[src/hw/rtl/ptf_pkg.sv]
// ptf_pkg: constants and types shared by the pressure trend forecast block
// depends on nothing

package ptf_pkg;

  localparam int PRESS_W = 17;
  localparam int RAIN_W = 8;

  localparam int WINDOW_LEN_DEF = 6;
  localparam int BATCH_LEN_DEF = 10;

  localparam logic FUNC_INIT = 1'b0;
  localparam logic FUNC_READ = 1'b1;

  // trend span in pascals that maps onto the full rain range
  localparam int TREND_SPAN = 250;
  localparam int RAIN_MAX = 100;

  // floor(n / 5) = (n * 205) >> 10 for n < 1024
  localparam int DIV5_MUL = 205;
  localparam int DIV5_SH = 10;

  typedef struct packed {
    logic init;
    logic upd;
  } ptf_flags_t;

endpackage

[src/hw/rtl/pressure_trend_forecast.sv]
// pressure_trend_forecast: batch averaging, window slope and rain figure mapping
// depends on ptf_pkg

// Usage
//   in_ channel: one word per pressure reading; in_func selects an init word
//   (window filled with the reading, rain figure cleared, open batch dropped)
//   or an ordinary reading. A word is taken when in_valid is high and
//   in_stall is low.
//   out_ channel: exactly one word per input word, in order: the rain figure
//   after that word and a flag that is set when the word closed a batch.
// Pipeline: input register, batch mean multiply, window slope, divide by the
//   slope denominator, rain map.
// Throughput: one word per cycle while out_stall is low; every stage is a single register step.
// Stall: when out_stall holds a result, earlier stages keep filling; in_stall
//   rises only when all five stages hold a word.
// Reset: synchronous active-low; window, batch sum, count and rain figure
//   clear to zero, pipeline empties.

module pressure_trend_forecast
  import ptf_pkg::*;
#(
  parameter int WINDOW_LEN = WINDOW_LEN_DEF,
  parameter int BATCH_LEN = BATCH_LEN_DEF
) (
  input  logic                     clk,
  input  logic                     rst_n,
  input  logic                     in_valid,
  output logic                     in_stall,
  input  logic                     in_func,
  input  logic [PRESS_W-1:0]       in_pressure_pa,
  output logic                     out_valid,
  input  logic                     out_stall,
  output logic signed [RAIN_W-1:0] out_rain_percent,
  output logic                     out_window_updated
);

  // batch accumulation and mean by reciprocal multiply
  localparam int CNT_W = $clog2(BATCH_LEN + 1);
  localparam int BL_W = $clog2(BATCH_LEN);
  localparam int SUM_W = PRESS_W + BL_W;
  localparam int MEAN_SH = SUM_W + BL_W;
  localparam int MMUL_W = SUM_W + 1;
  localparam int MPROD_W = SUM_W + MMUL_W;
  localparam logic [63:0] MEAN_MUL64 =
    ((64'd1 << MEAN_SH) + 64'(BATCH_LEN) - 64'd1) / 64'(BATCH_LEN);
  localparam logic [MMUL_W-1:0] MEAN_MUL = MEAN_MUL64[MMUL_W-1:0];

  // least-squares slope constants
  localparam int SX = WINDOW_LEN * (WINDOW_LEN - 1) / 2;
  localparam int SXX = (WINDOW_LEN - 1) * WINDOW_LEN * (2 * WINDOW_LEN - 1) / 6;
  localparam int DEN = WINDOW_LEN * SXX - SX * SX;
  localparam int SY_W = PRESS_W + $clog2(WINDOW_LEN);
  localparam int SXY_W = PRESS_W + $clog2(SX + 1);
  localparam int NUM_W = PRESS_W + $clog2(WINDOW_LEN * WINDOW_LEN * SX + 1) + 1;
  localparam logic signed [NUM_W-1:0] N_S = NUM_W'(WINDOW_LEN);
  localparam logic signed [NUM_W-1:0] SX_S = NUM_W'(SX);
  localparam logic signed [NUM_W-1:0] SAT_HI = NUM_W'(TREND_SPAN * DEN);
  localparam logic signed [NUM_W-1:0] SAT_LO = -SAT_HI;

  // delta = num / DEN by reciprocal multiply, only below saturation
  localparam int ABS_W = $clog2(TREND_SPAN * DEN);
  localparam int DL_W = $clog2(DEN);
  localparam int DIV_SH = ABS_W + DL_W;
  localparam int DMUL_W = ABS_W + 1;
  localparam int DPROD_W = ABS_W + DMUL_W;
  localparam int Q_W = $clog2(TREND_SPAN);
  localparam logic [63:0] DMUL64 = ((64'd1 << DIV_SH) + 64'(DEN) - 64'd1) / 64'(DEN);
  localparam logic [DMUL_W-1:0] DMUL = DMUL64[DMUL_W-1:0];
  localparam int D_W = Q_W + 2;
  localparam int X_W = $clog2(2 * TREND_SPAN);
  localparam int T_W = X_W + 1 + $clog2(DIV5_MUL);

  // handshake chain
  logic s1_v_r, s2_v_r, s3_v_r, s4_v_r, out_valid_r;
  logic rdy_out, rdy4, rdy3, rdy2, rdy1;
  logic mv1, mv2, mv3, mv4;

  // stage registers
  logic               s1_func_r;
  logic [PRESS_W-1:0] s1_p_r;
  logic [SUM_W-1:0]   bsum_r, bsum_nxt, total;
  logic [CNT_W-1:0]   bcnt_r, bcnt_nxt;
  ptf_flags_t         s2_flags_r, s2_flags_nxt;
  logic [PRESS_W-1:0] s2_p_r;
  logic [MPROD_W-1:0] s2_prod_r;
  logic [PRESS_W-1:0] win_r [WINDOW_LEN];
  logic [PRESS_W-1:0] win_nxt [WINDOW_LEN];
  logic [PRESS_W-1:0] mean;
  logic [SY_W-1:0]    sy;
  logic [SXY_W-1:0]   sxy;
  logic signed [NUM_W-1:0] num_nxt;
  ptf_flags_t         s3_flags_r;
  logic signed [NUM_W-1:0] s3_num_r;
  logic [NUM_W-1:0]   num_abs;
  ptf_flags_t         s4_flags_r;
  logic               s4_sat_hi_r, s4_sat_lo_r, s4_neg_r;
  logic [DPROD_W-1:0] s4_prod_r;
  logic [Q_W-1:0]     q;
  logic signed [D_W-1:0] delta;
  logic signed [D_W-1:0] xs;
  logic [X_W-1:0]     x;
  logic [T_W-1:0]     t_full;
  logic [RAIN_W-1:0]  t;
  logic signed [RAIN_W-1:0] rain_calc;
  logic signed [RAIN_W-1:0] rain_r, rain_nxt;
  logic               out_upd_r;

  assign rdy_out = !out_valid_r || !out_stall;
  assign rdy4 = !s4_v_r || rdy_out;
  assign rdy3 = !s3_v_r || rdy4;
  assign rdy2 = !s2_v_r || rdy3;
  assign rdy1 = !s1_v_r || rdy2;
  assign mv1 = s1_v_r && rdy2;
  assign mv2 = s2_v_r && rdy3;
  assign mv3 = s3_v_r && rdy4;
  assign mv4 = s4_v_r && rdy_out;
  assign in_stall = !rdy1;

  always_ff @(posedge clk) begin
    if (!rst_n) begin
      s1_v_r <= 1'b0;
      s2_v_r <= 1'b0;
      s3_v_r <= 1'b0;
      s4_v_r <= 1'b0;
      out_valid_r <= 1'b0;
    end else begin
      if (in_valid && rdy1) begin
        s1_v_r <= 1'b1;
      end else if (mv1) begin
        s1_v_r <= 1'b0;
      end
      if (mv1) begin
        s2_v_r <= 1'b1;
      end else if (mv2) begin
        s2_v_r <= 1'b0;
      end
      if (mv2) begin
        s3_v_r <= 1'b1;
      end else if (mv3) begin
        s3_v_r <= 1'b0;
      end
      if (mv3) begin
        s4_v_r <= 1'b1;
      end else if (mv4) begin
        s4_v_r <= 1'b0;
      end
      if (mv4) begin
        out_valid_r <= 1'b1;
      end else if (!out_stall) begin
        out_valid_r <= 1'b0;
      end
    end
  end

  // input register
  always_ff @(posedge clk) begin
    if (in_valid && rdy1) begin
      s1_func_r <= in_func;
      s1_p_r <= in_pressure_pa;
    end
  end

  // batch accumulation
  assign total = bsum_r + SUM_W'(s1_p_r);

  always_comb begin
    bsum_nxt = total;
    bcnt_nxt = bcnt_r + CNT_W'(1);
    s2_flags_nxt.init = 1'b0;
    s2_flags_nxt.upd = 1'b0;
    if (s1_func_r == FUNC_INIT) begin
      bsum_nxt = '0;
      bcnt_nxt = '0;
      s2_flags_nxt.init = 1'b1;
    end else if (bcnt_r == CNT_W'(BATCH_LEN - 1)) begin
      bsum_nxt = '0;
      bcnt_nxt = '0;
      s2_flags_nxt.upd = 1'b1;
    end
  end

  always_ff @(posedge clk) begin
    if (!rst_n) begin
      bsum_r <= '0;
      bcnt_r <= '0;
    end else if (mv1) begin
      bsum_r <= bsum_nxt;
      bcnt_r <= bcnt_nxt;
    end
  end

  always_ff @(posedge clk) begin
    if (mv1) begin
      s2_flags_r <= s2_flags_nxt;
      s2_p_r <= s1_p_r;
      s2_prod_r <= MPROD_W'(total) * MPROD_W'(MEAN_MUL);
    end
  end

  // window update and slope numerator
  assign mean = s2_prod_r[MEAN_SH +: PRESS_W];

  always_comb begin
    for (int i = 0; i < WINDOW_LEN; i++) begin
      win_nxt[i] = win_r[i];
    end
    if (s2_flags_r.init) begin
      for (int i = 0; i < WINDOW_LEN; i++) begin
        win_nxt[i] = s2_p_r;
      end
    end else if (s2_flags_r.upd) begin
      for (int i = 0; i < WINDOW_LEN - 1; i++) begin
        win_nxt[i] = win_r[i + 1];
      end
      win_nxt[WINDOW_LEN - 1] = mean;
    end
  end

  always_comb begin
    sy = '0;
    sxy = '0;
    for (int i = 0; i < WINDOW_LEN; i++) begin
      sy = sy + SY_W'(win_nxt[i]);
      sxy = sxy + SXY_W'(i) * SXY_W'(win_nxt[i]);
    end
    num_nxt = N_S * (N_S * $signed(NUM_W'(sxy)) - SX_S * $signed(NUM_W'(sy)));
  end

  always_ff @(posedge clk) begin
    if (!rst_n) begin
      for (int i = 0; i < WINDOW_LEN; i++) begin
        win_r[i] <= '0;
      end
    end else if (mv2) begin
      for (int i = 0; i < WINDOW_LEN; i++) begin
        win_r[i] <= win_nxt[i];
      end
    end
  end

  always_ff @(posedge clk) begin
    if (mv2) begin
      s3_flags_r <= s2_flags_r;
      s3_num_r <= num_nxt;
    end
  end

  // saturation test and reciprocal multiply for the slope divide
  assign num_abs = s3_num_r[NUM_W-1] ? NUM_W'(-s3_num_r) : NUM_W'(s3_num_r);

  always_ff @(posedge clk) begin
    if (mv3) begin
      s4_flags_r <= s3_flags_r;
      s4_sat_hi_r <= (s3_num_r >= SAT_HI);
      s4_sat_lo_r <= (s3_num_r <= SAT_LO);
      s4_neg_r <= s3_num_r[NUM_W-1];
      s4_prod_r <= DPROD_W'(num_abs[ABS_W-1:0]) * DPROD_W'(DMUL);
    end
  end

  // rain mapping: 100 - floor(2 * (delta + 250) / 5)
  always_comb begin
    q = s4_prod_r[DIV_SH +: Q_W];
    delta = s4_neg_r ? -$signed(D_W'(q)) : $signed(D_W'(q));
    xs = delta + D_W'(TREND_SPAN);
    x = xs[X_W-1:0];
    t_full = T_W'({x, 1'b0}) * T_W'(DIV5_MUL);
    t = t_full[DIV5_SH +: RAIN_W];
    rain_calc = $signed(RAIN_W'(RAIN_MAX) - t);
    if (s4_sat_hi_r) begin
      rain_calc = -$signed(RAIN_W'(RAIN_MAX));
    end else if (s4_sat_lo_r) begin
      rain_calc = $signed(RAIN_W'(RAIN_MAX));
    end
    rain_nxt = rain_r;
    if (s4_flags_r.init) begin
      rain_nxt = '0;
    end else if (s4_flags_r.upd) begin
      rain_nxt = rain_calc;
    end
  end

  always_ff @(posedge clk) begin
    if (!rst_n) begin
      rain_r <= '0;
    end else if (mv4) begin
      rain_r <= rain_nxt;
    end
  end

  always_ff @(posedge clk) begin
    if (mv4) begin
      out_upd_r <= s4_flags_r.upd;
    end
  end

  assign out_valid = out_valid_r;
  assign out_rain_percent = rain_r;
  assign out_window_updated = out_upd_r;

  a_cnt_range: assert property (@(posedge clk) disable iff (!rst_n)
    bcnt_r < CNT_W'(BATCH_LEN))
    else $error("batch count out of range");

  a_rain_range: assert property (@(posedge clk) disable iff (!rst_n)
    out_valid_r |-> (rain_r <= $signed(RAIN_W'(RAIN_MAX)) &&
                     rain_r >= -$signed(RAIN_W'(RAIN_MAX))))
    else $error("rain figure out of range");

  a_stall_full: assert property (@(posedge clk) disable iff (!rst_n)
    in_stall |-> (s1_v_r && s2_v_r && s3_v_r && s4_v_r && out_valid_r))
    else $error("input stalled with a free stage");

  a_init_clears: assert property (@(posedge clk) disable iff (!rst_n)
    (mv4 && s4_flags_r.init) |=> (rain_r == '0 && !out_upd_r))
    else $error("init word did not clear rain figure");

endmodule

[config.mk]
export PLATFORM = sky130hd
export DESIGN_NAME = pressure_trend_forecast
export DESIGN_NICKNAME = d
export VERILOG_FILES = /design/src/hw/rtl/ptf_pkg.sv /design/src/hw/rtl/pressure_trend_forecast.sv
export SDC_FILE = /design/constraint.sdc
export NUM_CORES = 2
export LEC_CHECK = 0
export ABC_AREA = 1
export BUFFER_PORTS_ARGS = -buffer_cell sky130_fd_sc_hd__buf_2
export CAP_MARGIN = 20
export CORE_ASPECT_RATIO = 0.75
export CORE_MARGIN = 3
export CORE_UTILIZATION = 55
export CTS_CLUSTER_DIAMETER = 30
export CTS_CLUSTER_SIZE = 16
export DETAILED_ROUTE_END_ITERATION = 8
export PLACE_DENSITY = 0.82
export SETUP_SLACK_MARGIN = 0.1
export SYNTH_ARGS = -nofsm -noshare
export SYNTH_HDL_FRONTEND = slang
export SYNTH_SLANG_ARGS = --single-unit
[constraint.sdc]
create_clock -name clk -period 14.13 [get_ports clk]
set_clock_uncertainty 0.2 [all_clocks]
set_input_delay 2.826 -clock clk [delete_from_list [all_inputs] [get_ports clk]]
set_output_delay 2.826 -clock clk [all_outputs]
set_load 0.02 [all_outputs]
==> impl_metrics.toml <==
[clock_tree]
cts_buffers = 40
hold_buffers = 0
clk_latency_ns = 0.59
cts.reportedPaths.clkPinSlew_ns = 0.05
cts_buffer_depth = 3
htree_levels = 2
cts_root_buf = "clkbuf_16"
cts_resized = 0
post_cts_buffers = 0
clock_sinks = 237
cts_tree = "yes"

[synth]
synth_edf_count = 199
synth_area_sq_um = 34900
syn_inst = 4142
yosysSeqAreaShare_pct = 19.3
ys_types = 55
synth_compound_area_share_pct = 9.57
synthXorXnorAreaFrac_pct = 3.77
syn-mean-instance-area_sq_um = 8.42
synth_top_family_by_area = "adder cells"
yosys.area_share.simple_pct = 14.6
yosys.area_share.adder_pct = 41.9
yosysWarnings = 0
yosys_register_bits = 237
ys.flop_type = "edfxtp_1"
async_flop_share_pct = 0
synthMuxAreaShare_pct = 0
syn_nets = 5091

[critical_path]
worstSetupEndpointType = "flip-flop"
crit_fanout = 63
required_ns = 14.18
path_buf_inv = 12
cp-start-kind = "flip-flop"
crit_arrival_ns = 11.25
crit_cells = 50
r2r_cells = 50
slowest_delay_ns = 0.97
crit_top_cell = "inv_1"
crit_slowest_cell = "edfxtp_1"
rrSetupSlack_ns = 2.93
path_class = "reg -> reg"
worst_path_dominant_cell_family = "adder cells"

[detailed_routing]
detail_route.iter0.violations = 2571
routed-via-count = 27500
drc = 0
wl_um = 83200
viasPerCell = 5.44
ant_nets = 0
dr.pass1.iters = 7
wl_per_cell_um = 16.4

[die]
core_area_sq_um = 62400
die_area_sq_um = 66500
die_height_um = 224
io_pins = 33
die_w_um = 297
start_util_pct = 55.9
rows = 79

[placed_design]
numPortBuffers = 32
dp_hpwl_um = 69100
gp_congestion = 0.980

[layout]
fillers = 5318
finalNetCount = 5127
layout_common_cells = "inv_1, nand2_1, ha_1"
layout_commonest_cell = "inv_1"
drive_above_1_share_pct = 4.35
seq_area_sq_um = 6740
syn_to_final_growth_pct = 7.31
multi_input_comb_area_sq_um = 24400

[min_path]
min_path_cells = 0
hp-class = "reg -> reg"

[grt]
grt_use_total_pct = 25.6
antenna_found_initial = 0
grt_max_degree = 91
grt_pass1_wl_um = 139000
overflow = 0
grt_pass1_vias = 27600

[timing]
period_minus_slack_ns = 11.20
rsz0062_at_grt = "false"
tightest_slew_ns = 1.21
maxSlewHeadroom_pct = 19.3
fin_crit_sh_pct = 79.2
drv_slew = 0
fmax_ghz = 0.0893
setup_violations = 0
setup_tns_ns = 0
hold_viol = 0

[run_status]
outcome = "complete, no violations"

[job]
cap_violations = 0
==> path summary, 6_finish.rpt <==
path	from	endpoint
max	s2_flags_r[1]	s3_num_r[27]
min	s3_flags_r[0]	s4_flags_r[0]
max reg2reg	s2_flags_r[1]	s3_num_r[27]
min reg2reg	s3_flags_r[0]	s4_flags_r[0]
==> worst reg2reg max path: cells and delay by family, from the launching register on <==
family                   cells  cell delay [ns]
AO/OA/AOI/OAI                7             1.73
XOR/XNOR                     2             0.34
adder cells (fa/ha/maj)     11             4.34
buffers and inverters       12             1.21
flip-flops                   1             0.97
AND/OR/NAND/NOR             18             2.09
==> layer usage <==
layer / part of all wire, % / global-route usage, % / vias up
met5: 0.082 / 0 / -
met4: 1.5 / 4.58 / 2
met3: 9.6 / 6.77 / 113
met2: 43 / 39.3 / 1031
met1: 46 / 37.0 / 13100
li1: - / - / 13300
==> flip-flops by register name (all words and copies together), names as in the netlist, 4 cells and up <==
name and flops:
win_r 102, out_rain_percent 8, bcnt_r 4, s2_prod_r 17, s4_prod_r 8, s3_num_r 27
bsum_r 21, s1_p_r 17, s2_p_r 17
==> metrics by stage <==
stage / instances / instance area, sq um / hold WS, ns / utilization (%) / setup WS [ns]
6_report: 5061 / 37400 / 0.216 / 60.0 / 2.93
5_1_grt: 5060 / 37400 / 0.226 / 60.0 / 2.00
4_1_cts: 5059 / 37400 / 0.219 / 60.0 / 3.09
3_5_place_dp: 4985 / 36000 / 0.206 / 57.8 / 3.17
3_3_place_gp: 4985 / 36000 / 0.202 / 57.8 / 3.46
2_1_floorplan: 4142 / 34900 / 0.200 / - / 3.02
==> kinds of logic after synthesis <==
group,count (synthesis)
AO/OA/AOI/OAI,602
flip-flops,237
XOR/XNOR,150
adder cells (fa/ha/maj),927
buffers and inverters,1007
AND/OR/NAND/NOR,1219
==> cells in the mapped netlist (all sizes together) (6+ instances only) <==
cell    count  area share, %
o221ai      8           0.20
ha        526             19
a21oi     334            4.8
nor4       13           0.23
o21bai     16           0.36
a21o       18           0.39
nor3       33           0.49
o21a        6           0.13
edfxtp    199             17
nand3b      9           0.19
dfxtp      38            2.2
xor2      105            2.6
a31oi      65            1.2
fa        401             23
and2        7           0.13
nand4      26           0.47
nand2     699            7.6
o21ai     119            1.7
nand3     112            1.7
inv       952             10
o211ai      8           0.17
clkbuf     48           0.52
o31ai       7           0.17
or2        34           0.61
xnor2      45            1.1
a211oi      6           0.13
nor2      281            3.1
buf         6          0.075
==> final cells by class <==
class / count / area share, %
Tap cell: 850 / 2.84
Clock inverter: 28 / 0.896
Clock buffer: 46 / 2.79
Multi-Input combinational cell: 2898 / 65.1
Sequential cell: 237 / 18.0
Timing Repair Buffer: 48 / 0.749
Inverter: 953 / 9.56
Antenna cell: 1 / 0.00669
Power is not shown: default switching activity piles up to over one toggle a cycle in this logic, so the estimate is an artifact.
